[config.mk]
export PLATFORM = sky130hd
export DESIGN_NAME = mp3_sync_and_id3_skip_finder
export DESIGN_NICKNAME = d
export VERILOG_FILES = /design/src/mp3sf_pkg.sv /design/src/mp3sf_in_stage.sv /design/src/mp3sf_core.sv /design/src/mp3_sync_and_id3_skip_finder.sv
export SDC_FILE = /design/constraint.sdc
export NUM_CORES = 1
export LEC_CHECK = 0
export BUFFER_PORTS_ARGS = -buffer_cell sky130_fd_sc_hd__buf_2
export CAP_MARGIN = 0
export CORE_ASPECT_RATIO = 0.9
export CORE_MARGIN = 3
export CORE_UTILIZATION = 55
export CTS_BUF_LIST = sky130_fd_sc_hd__clkbuf_16
export CTS_CLUSTER_DIAMETER = 150
export DETAILED_ROUTE_END_ITERATION = 12
export PLACE_DENSITY = 0.73
export SLEW_MARGIN = 20
export SYNTH_ARGS = -nofsm -noshare
export SYNTH_HDL_FRONTEND = slang
export SYNTH_HIERARCHICAL = 1
export SYNTH_SLANG_ARGS = --single-unit
[constraint.sdc]
create_clock -name clock -period 18.4 [get_ports clock]
set_clock_uncertainty 0.15 [all_clocks]
set_input_delay 3.68 -clock clock [delete_from_list [all_inputs] [get_ports clock]]
set_output_delay 3.68 -clock clock [all_outputs]
set_load 0.005 [all_outputs]
[src/mp3sf_pkg.sv]
`default_nettype none
package mp3sf_pkg;

   localparam int unsigned COUNT_W  = 29;
   localparam int unsigned SIZE_W   = 28;
   localparam int unsigned LIMIT_W  = 25;

   localparam logic [LIMIT_W-1:0] LIMIT_RESET = 25'd262144;

   localparam logic [7:0] SYNC_BYTE = 8'hFF;
   localparam logic [7:0] CHAR_I    = 8'h49;
   localparam logic [7:0] CHAR_D    = 8'h44;
   localparam logic [7:0] CHAR_3    = 8'h33;

   // index of the first byte after the fixed tag header
   localparam logic [COUNT_W-1:0] TAG_HDR_LEN = 29'd10;

   typedef enum logic [1:0] {
      STATUS_SEARCHING = 2'd0,
      STATUS_FOUND     = 2'd1,
      STATUS_NO_SYNC   = 2'd2
   } status_type;

   // one input beat as held in the input register
   typedef struct packed {
      logic [7:0] data_byte;
      logic       end_of_stream;
   } beat_type;

   // frame header check on the first three bytes of a window
   function automatic logic header_ok(input logic [7:0] b0, input logic [7:0] b1,
                                      input logic [7:0] b2);
      logic ok;
      begin
         ok = 1'b1;
         if (b0 != SYNC_BYTE) ok = 1'b0;
         if (b1[7:5] != 3'b111) ok = 1'b0;
         if (b1[4:3] == 2'b01) ok = 1'b0;
         if (b1[2:1] != 2'b01) ok = 1'b0;
         if (b2[7:4] == 4'hF) ok = 1'b0;
         if (b2[3:2] == 2'b11) ok = 1'b0;
         return ok;
      end
   endfunction

endpackage
`default_nettype wire

[src/mp3sf_in_stage.sv]
`default_nettype none
module mp3sf_in_stage (
   input  wire                  clock,
   input  wire                  reset,
   input  wire                  req_tvalid,
   output logic                 req_tready,
   input  wire  [7:0]           req_tdata,   // [7:0] data_byte
   input  wire                  req_tlast,   // end_of_stream
   output logic                 beat_valid,
   input  wire                  beat_ready,
   output mp3sf_pkg::beat_type  beat
);
   import mp3sf_pkg::*;

   logic     valid_ff, valid_in;
   beat_type beat_ff, beat_in;

   // register takes a beat when empty or when its content moves on
   assign req_tready = !valid_ff || beat_ready;

   always_comb begin
      valid_in = valid_ff;
      beat_in  = beat_ff;
      if (req_tready) begin
         valid_in = req_tvalid;
         beat_in.data_byte     = req_tdata;
         beat_in.end_of_stream = req_tlast;
      end
   end

   always_ff @(posedge clock) begin
      if (reset) begin
         valid_ff <= 1'b0;
      end else begin
         valid_ff <= valid_in;
      end
      beat_ff <= beat_in;
   end

   assign beat_valid = valid_ff;
   assign beat       = beat_ff;

endmodule
`default_nettype wire

[src/mp3sf_core.sv]
`default_nettype none
module mp3sf_core (
   input  wire                          clock,
   input  wire                          reset,
   input  wire                          csr_valid,
   input  wire  [mp3sf_pkg::LIMIT_W-1:0] csr_data,
   input  wire                          beat_valid,
   output logic                         beat_ready,
   input  wire  mp3sf_pkg::beat_type    beat,
   output logic                         rsp_tvalid,
   input  wire                          rsp_tready,
   output logic [31:0]                  rsp_tdata
);
   import mp3sf_pkg::*;

   logic [LIMIT_W-1:0] limit_ff;
   logic [COUNT_W-1:0] count_ff, count_in;
   logic [23:0]        recent_ff, recent_in;
   logic               tag_ff, tag_in;
   logic [SIZE_W-1:0]  size_ff, size_in;
   status_type         status_ff, status_in;
   logic [COUNT_W-1:0] offset_ff, offset_in;
   logic               rsp_valid_ff;
   logic [31:0]        rsp_data_ff, rsp_data_in;

   logic [7:0]         b0, b1, b2, cur;
   logic [COUNT_W:0]   len;
   logic [COUNT_W:0]   tag_end;
   logic               window;
   logic               found;
   logic [COUNT_W-1:0] off;
   logic               fire;

   assign beat_ready = !rsp_valid_ff || rsp_tready;
   assign fire       = beat_valid && beat_ready;

   assign cur     = beat.data_byte;
   assign b0      = recent_ff[23:16];
   assign b1      = recent_ff[15:8];
   assign b2      = recent_ff[7:0];
   assign len     = {1'b0, count_ff} + {{COUNT_W{1'b0}}, 1'b1};
   assign tag_end = {1'b0, TAG_HDR_LEN} + {2'b00, size_in};
   assign window  = (count_ff >= 29'd3) && header_ok(b0, b1, b2);

   // tag prefix and syncsafe size assembly
   always_comb begin
      tag_in  = tag_ff;
      size_in = size_ff;
      if (count_ff == 29'd2 && b1 == CHAR_I && b2 == CHAR_D && cur == CHAR_3) begin
         tag_in = 1'b1;
      end
      if (count_ff >= 29'd6 && count_ff <= 29'd9) begin
         size_in = {size_ff[SIZE_W-8:0], cur[6:0]};
      end
   end

   // payload search, tag end wins over a header window
   always_comb begin
      found = 1'b0;
      off   = '0;
      priority if (tag_in && len >= 30'd10) begin
         if (len >= tag_end) begin
            found = 1'b1;
            off   = tag_end[COUNT_W-1:0];
         end else if (count_ff >= 29'd13 && window) begin
            found = 1'b1;
            off   = count_ff - 29'd3;
         end
      end else if (window) begin
         found = 1'b1;
         off   = count_ff - 29'd3;
      end else begin
         found = 1'b0;
      end
   end

   // sticky status and offset
   always_comb begin
      status_in = status_ff;
      offset_in = offset_ff;
      if (status_ff == STATUS_SEARCHING) begin
         priority if (found) begin
            status_in = STATUS_FOUND;
            offset_in = off;
         end else if (beat.end_of_stream || len > {5'd0, limit_ff}) begin
            status_in = STATUS_NO_SYNC;
         end else begin
            status_in = STATUS_SEARCHING;
         end
      end
   end

   // history shift and saturating byte count
   always_comb begin
      recent_in = {recent_ff[15:0], cur};
      count_in  = (count_ff == {COUNT_W{1'b1}}) ? count_ff : count_ff + 29'd1;
   end

   // result word: sync_status, payload_offset, tag_detected
   always_comb begin
      rsp_data_in[1:0]  = status_in;
      rsp_data_in[30:2] = (status_in == STATUS_FOUND) ? offset_in : '0;
      rsp_data_in[31]   = tag_in;
   end

   always_ff @(posedge clock) begin
      if (reset) begin
         limit_ff     <= LIMIT_RESET;
         count_ff     <= '0;
         recent_ff    <= '0;
         tag_ff       <= 1'b0;
         size_ff      <= '0;
         status_ff    <= STATUS_SEARCHING;
         offset_ff    <= '0;
         rsp_valid_ff <= 1'b0;
      end else begin
         if (csr_valid) begin
            limit_ff <= csr_data;
         end
         if (fire) begin
            count_ff  <= count_in;
            recent_ff <= recent_in;
            tag_ff    <= tag_in;
            size_ff   <= size_in;
            status_ff <= status_in;
            offset_ff <= offset_in;
         end
         if (beat_ready) begin
            rsp_valid_ff <= beat_valid;
         end
      end
      if (fire) begin
         rsp_data_ff <= rsp_data_in;
      end
   end

   assign rsp_tvalid = rsp_valid_ff;
   assign rsp_tdata  = rsp_data_ff;

endmodule
`default_nettype wire

[src/mp3_sync_and_id3_skip_finder.sv]
`default_nettype none
// a byte passes through the input register and then the result register before
// its result beat can be taken
// throughput: one byte per cycle unless rsp_tready stalls, set by the register pair
// each input beat yields exactly one result beat carrying the current status
// reset: synchronous, active high; clears counters, history, status and the
// byte limit back to 262144; the configuration port is always ready
module mp3_sync_and_id3_skip_finder (
   input  wire         clock,
   input  wire         reset,
   input  wire         req_tvalid,
   output logic        req_tready,
   input  wire  [7:0]  req_tdata,   // [7:0] data_byte
   input  wire         req_tlast,   // end_of_stream
   output logic        rsp_tvalid,
   input  wire         rsp_tready,
   output logic [31:0] rsp_tdata,   // [1:0] sync_status, [30:2] payload_offset,
                                    // [31] tag_detected
   input  wire         csr_valid,
   output logic        csr_ready,
   input  wire  [24:0] csr_data     // [24:0] give_up_bytes
);
   import mp3sf_pkg::*;

   logic     beat_valid;
   logic     beat_ready;
   beat_type beat;

   assign csr_ready = 1'b1;

   mp3sf_in_stage u_in_stage (
      .clock      (clock),
      .reset      (reset),
      .req_tvalid (req_tvalid),
      .req_tready (req_tready),
      .req_tdata  (req_tdata),
      .req_tlast  (req_tlast),
      .beat_valid (beat_valid),
      .beat_ready (beat_ready),
      .beat       (beat)
   );

   mp3sf_core u_core (
      .clock      (clock),
      .reset      (reset),
      .csr_valid  (csr_valid),
      .csr_data   (csr_data),
      .beat_valid (beat_valid),
      .beat_ready (beat_ready),
      .beat       (beat),
      .rsp_tvalid (rsp_tvalid),
      .rsp_tready (rsp_tready),
      .rsp_tdata  (rsp_tdata)
   );

endmodule
`default_nettype wire

======== After elaboration in Yosys (flattened, before gate mapping) ========
Index checks and enable logic that the tools add are counted.
word-level totals
  register bits ........................... 181
  bits of input ports ..................... 39
  output and inout port bits .............. 35
  word-level logic and storage cells ...... 73
operators by class
  $add $sub $neg .......................... 4
  order comparisons ....................... 7
  eq/ne operators ......................... 12
  multiplexer cells ....................... 21
  bitwise operators ....................... 1
  reduce and logical (&&, ||, !) cells .... 15
operators by type and width
  operator                                                          number
  two-way mux 29 bit                                                6
  adder 29 x 1 -> 30 bit (second input constant)                    1
  >= comparator 30 bit                                              1
  >= comparator 30 x 4 -> 1 bit (second input constant)             1
  greater-than comparator 30 x 25 -> 1 bit                          1
  adder 29 x 1 -> 29 bit (second input constant)                    1
  adder 4 x 28 -> 29 bit (first input constant)                     1
  == test 29 x 2 -> 1 bit (second input constant)                   1
  == test 29 bit (second input constant)                            1
  >= comparator 29 x 2 -> 1 bit (second input constant)             1
  >= comparator 29 x 3 -> 1 bit (second input constant)             1
  >= comparator 29 x 4 -> 1 bit (second input constant)             1
  less-or-equal comparator 29 x 4 -> 1 bit (second input constant)  1
  subtractor 29 x 2 -> 29 bit (second input constant)               1
  two-way mux 28 bit                                                1
  == test 8 x 7 -> 1 bit (second input constant)                    2
  two-way mux 1 bit                                                 11
  == test 8 x 6 -> 1 bit (second input constant)                    1
  logical AND 1 bit                                                 8
  != test 8 bit (second input constant)                             1
  two-way mux 2 bit                                                 3
  == test 2 x 1 -> 1 bit (second input constant)                    2
  == test 4 bit (second input constant)                             1
  logical OR 1 bit                                                  3
  other kinds (7)                                                   8

======== Depth between registers and ports, before layout ========
  word-level depth ........................ 15
  mapped depth ............................ 31
  gate-level depth less buffers ........... 25

======== Hierarchy ========
The synthesis kept the hierarchy.
modules (own cells, without submodules)
  module                        instances  cells an instance  area each (µm²)  seq. area each (µm²)
  mp3sf_core                    1          1344               10899.2          3743.6
  mp3sf_in_stage                1          13                 316.6            290.3
  mp3_sync_and_id3_skip_finder  1          2                  11.3             0.0

======== Least setup slack after synthesis ========
OpenSTA, ideal clock, no wires.
  path kind ............................... input port to output port
  start ................................... input port rsp_tready
  end ..................................... output port req_tready
  arrival time ............................ 4.024 ns
  data required time ...................... 14.570 ns
  slack ................................... 10.546 ns
  stages on the path ...................... 2
  path buffers ............................ 0
  cells stage by stage .................... nand2b_1 > nand2b_4
on the way
  cells in the longest elaborated chain, start to end .. 2
RTL lines
  item                line                                source
  start: declaration  mp3_sync_and_id3_skip_finder.sv:16  input wire rsp_tready,
  logical OR 1 bit    mp3sf_core.sv:34                    assign beat_ready = !rsp_valid_ff || rsp_tready;
  logical OR 1 bit    mp3sf_in_stage.sv:19                assign req_tready = !valid_ff || beat_ready;
  end: declaration    mp3_sync_and_id3_skip_finder.sv:12  output logic req_tready,
Every way passes these cells.

======== Final worst setup path ========
  start ................................... register u_core.count_ff[12]
  end ..................................... register u_core.rsp_data_ff[9], in the netlist u_core/rsp_tdata[9] (data pin)
on the way
  cells in the longest elaborated chain, start to end .. 10
  elaborated cells on any way between the ends .. 34
  classes of those cells .................. add/sub (2); order compare (7); eq/ne (2); mux (15); reduce/logical (8)
RTL lines
  item                                                                                              line               source
  start: declaration                                                                                mp3sf_core.sv:17   logic [COUNT_W-1:0] count_ff, count_in;
  start signal: assignment                                                                          mp3sf_core.sv:121  count_ff <= count_in;
  >= comparator 29 x 3 -> 1 bit / less-or-equal comparator 29 x 4 -> 1 bit (equally long branches)  mp3sf_core.sv:52   if (count_ff >= 29'd6 && count_ff <= 29'd9) begin
  logical AND 1 bit (*)                                                                             mp3sf_core.sv:52
  two-way mux 28 bit (*)                                                                            mp3sf_core.sv:52
  via u_core.size_in[1]                                                                             mp3sf_core.sv:20   logic [SIZE_W-1:0] size_ff, size_in;
  adder 4 x 28 -> 29 bit (*)                                                                        mp3sf_core.sv:42   assign tag_end = {1'b0, TAG_HDR_LEN} + {2'b00, size_in};
  >= comparator 30 bit                                                                              mp3sf_core.sv:62   if (len >= tag_end) begin
  two-way mux 1 bit                                                                                 mp3sf_core.sv:62
  two-way mux 1 bit                                                                                 mp3sf_core.sv:61   priority if (tag_in && len >= 30'd10) begin
  two-way mux 2 bit                                                                                 mp3sf_core.sv:82   priority if (found) begin
  two-way mux 2 bit                                                                                 mp3sf_core.sv:81   if (status_ff == STATUS_SEARCHING) begin
  == test 2 x 1 -> 1 bit                                                                            mp3sf_core.sv:102  rsp_data_in[30:2] = (status_in == STATUS_FOUND) ? offset_in : '0;
  end signal: assignment                                                                            mp3sf_core.sv:133  rsp_data_ff <= rsp_data_in;
  end: declaration                                                                                  mp3sf_core.sv:24   logic [31:0] rsp_data_ff, rsp_data_in;
The timed path passes the listed nets; every way through them passes the cells marked *.
A chain may end at the register's enable or synchronous reset.

==> flow_summary.yaml <==
status:
  status: "complete, no violations"
routing:
  wire_per_inst_um: 19.0
  routed_via_density: 6.19
  drt-pass1-iter-count: 6
  final_antenna_net_count: 0
  totalWireLength_mm: 30.6
  first_iter_violations: 1003
  drc: 0
  num_vias: 9972
die:
  start_util_pct: 57.3
  pin_count: 74
  core_area_um2: 19600
  die_area_um2: 22200
  rows: 48
  die_w_um: 157
  die_y_um: 142
logic_synthesis:
  synthCells: 1359
  synth_area_um2: 11200
  post-synth-top-count-cell: "nand2_1"
  synth_edf_count: 41
  synth_cell_types: 73
  yosysSeqAreaShare_pct: 35.9
  ys.flop_type: "dfxtp_1"
  synth.top_cell.area_share_pct: 25.0
  synthTopCellsByCount: "nand2_1, dfxtp_1, a21oi_1, nor2_1, clkbuf_1"
  yosys_warnings: 6
  ys_top_cells_by_area: "dfxtp_1, edfxtp_1, ha_1"
  syn_area_per_cell_um2: 8.26
  synth_seq_cells: 181
  synth_area_leader_cell: "dfxtp_1"
  syn_nets: 1456
  synthArstFlopShare_pct: 0
timing:
  tightest_slew_ns: 1.12
  period_share_pct: 46.0
  setup_viol: 0
  fin_setup_tns_ns: 0
  period_minus_slack_ns: 8.47
  max_slew_margin_pct: 25.6
  final_max_slew_viol_count: 0
  rsz0062_at_grt: "false"
  setup_slack_ns: 9.93
  finalHoldViolCount: 0
  fmax_mhz: 118
pwr:
  vdd_drop_max_mv: 0.0597
  powerDensity_nw_per_um2: 69.9
  leakage_uw: 0.00477
layout:
  layout.nets: 1446
  instances_no_fill: 1612
  layout-drive-gt1-share_pct: 10.4
  syn_to_final_growth_pct: 7.59
  utilization_pct: 61.7
  fin_area_um2: 12100
  n_fill_cell: 1741
  diodes: 0
worst_setup_path:
  crit_start: "u_core/count_ff[12]$_SDFFE_PP0P_"
  r2r-end: "u_core/rsp_tdata[9]$_SDFFCE_PP0P_"
  critPathKind: "flop to flop"
  crit_required_ns: 18.39
  cp_data_arrival_time_ns: 8.46
  worstSetupEndpoint: "u_core/rsp_tdata[9]$_SDFFCE_PP0P_"
  reg2reg_depth: 20
  rr_startpoint: "u_core/count_ff[12]$_SDFFE_PP0P_"
  start_kind: "flop"
  crit_fanout: 48
  crit_path_end_kind: "flop"
  r2r_slack_ns: 9.93
cts:
  cts_buffers: 17
  clockBufferDepth: 2
  insertion_delay_ns: 0.44
  cts_htree_levels: 4
  tritoncts: "yes"
  postCtsHoldBufs: 0
  clk_pin_slew_worst_paths_ns: 0.07
  cts.repair.resized: 0
  cts_setup_buffers: 0
  clock-sinks: 181
  root_buffer: "clkbuf_16"
global_routing:
  grt_max_degree: 111
  antenna_found_initial: 0
  grt_overflow: 0
  grt.total_usage_pct: 27.6
  grt_pass1_vias: 9068
  grt_pass1_wl_mm: 48.9
placed_design:
  dp_hpwl_mm: 21.7
  post_dp_cell_area_um2: 11500
  portBuffers: 72
  place.gp.congestion: 0.976
  placedCellCount: 1580
  post-place-ws_ns: 10.15
worst_hold_path:
  whs_path_depth: 2
  min_path_type: "flop to flop"
flow_run:
  maxCapViolations: 0
## area by class of cell
class	instances	area [um2]	area share (%)
clock buffers	17	425	3.52
clock inverters	15	154	1.27
inverters	49	184	1.52
multi-input cells	1020	6540	54.2
flip-flops and latches	181	4030	33.4
well taps	250	313	2.59
repair buffers	80	427	3.53
## stage by stage
step	power (uW)	hold WS, ns
global route	872	0.339
finish	844	0.307
global placement	485	0.293
CTS	850	0.308
floorplan	467	0.286
detailed placement	486	0.297
## layout by cell type, fill, tap and decap left out, types with 5 or more instances in the layout
cell type | synthesis | layout
o21ai_0 | 56 | 56
or3_1 | 21 | 21
clkbuf_16 | 0 | 17
dfxtp_1 | 140 | 140
nand2_1 | 189 | 189
a21oi_1 | 112 | 110
nor2_1 | 105 | 105
xnor2_1 | 61 | 61
o31ai_1 | 28 | 28
buf_4 | 3 | 8
nor3_1 | 37 | 36
o22ai_1 | 5 | 5
a211oi_1 | 13 | 13
and4_1 | 7 | 7
buf_2 | 23 | 71
o21ai_2 | 10 | 9
xor2_1 | 51 | 51
o22a_1 | 24 | 24
nor4_1 | 18 | 18
inv_1 | 47 | 49
nand3_1 | 33 | 33
nor2b_1 | 7 | 7
mux2i_1 | 41 | 41
ha_1 | 58 | 58
o211ai_1 | 8 | 8
a21o_1 | 7 | 7
edfxtp_1 | 41 | 41
nand4_1 | 30 | 30
a31oi_1 | 8 | 8
and3_1 | 16 | 16
or4_1 | 8 | 8
## state kept, by name, summed over array words and instances, names as in the netlist
register / flops
u_core/count_ff: 29
u_core/tag_ff: 1
u_core/limit_ff: 25
u_core/recent_ff: 24
u_core/offset_ff: 29
u_core/rsp_tvalid: 1
u_in_stage/beat_valid: 1
u_core/status_ff: 2
u_core/rsp_tdata: 32
u_in_stage/beat: 9
u_core/size_ff: 28
## cell families after synthesis
kind of cell | Yosys count | share of synthesized area, %
flops | 181 | 35.9
other cells | 1 | 0.0334
buf+inv | 158 | 5.97
fa+ha+maj | 58 | 6.46
simple gates | 496 | 21.1
compound gates | 310 | 18.0
mux | 43 | 3.86
xor+xnor | 112 | 8.74
## critical path: stages, from the launching register on
cell       delay (ns)
dfxtp_1          0.48
or4_1            0.64
or4_4            0.50
a2111oi_4        0.34
buf_4            0.48
mux2i_1          0.34
inv_1            0.11
ha_1             0.24
o211ai_1         0.46
nor2_1           0.12
xor2_1           0.16
o21ai_0          0.30
ha_1             0.31
a211oi_1         0.27
nor2_1           0.08
a2111oi_0        0.37
a211oi_1         0.14
nor4_1           0.61
or2_1            0.85
a211o_1          0.95
o21ai_0          0.26
## power breakdown
group	internal, uW	total [uW]	switching, uW
Sequential	416	425	8.55
Combinational	21.0	53.7	32.7
Clock	201	366	165
Total	638	844	206
## metal layers
metal / wire [um] / track usage (%) / share of wire, % / up-vias
li1: - / - / - / 4807
met1: 13700 / 38.8 / 45 / 4689
met2: 13600 / 42.1 / 44 / 419
met3: 2600 / 7.08 / 8.5 / 57
met4: 722 / 8.06 / 2.4 / 0
met5: 0 / 0 / 0 / -
## worst min path at each step
stage	start	end
3_5_place_dp	u_core/recent_ff[23]$_SDFFE_PP0P_	u_core/recent_ff[23]$_SDFFE_PP0P_
4_1_cts	u_core/recent_ff[23]$_SDFFE_PP0P_	u_core/recent_ff[23]$_SDFFE_PP0P_
6_report	u_core/recent_ff[22]$_SDFFE_PP0P_	u_core/recent_ff[22]$_SDFFE_PP0P_
3_3_place_gp	u_core/recent_ff[23]$_SDFFE_PP0P_	u_core/recent_ff[23]$_SDFFE_PP0P_
2_1_floorplan	u_core/recent_ff[21]$_SDFFE_PP0P_	u_core/recent_ff[21]$_SDFFE_PP0P_
5_1_grt	u_core/recent_ff[1]$_SDFFE_PP0P_	u_core/recent_ff[9]$_SDFFE_PP0P_
Note: power is estimated with default switching activity, not from simulation.
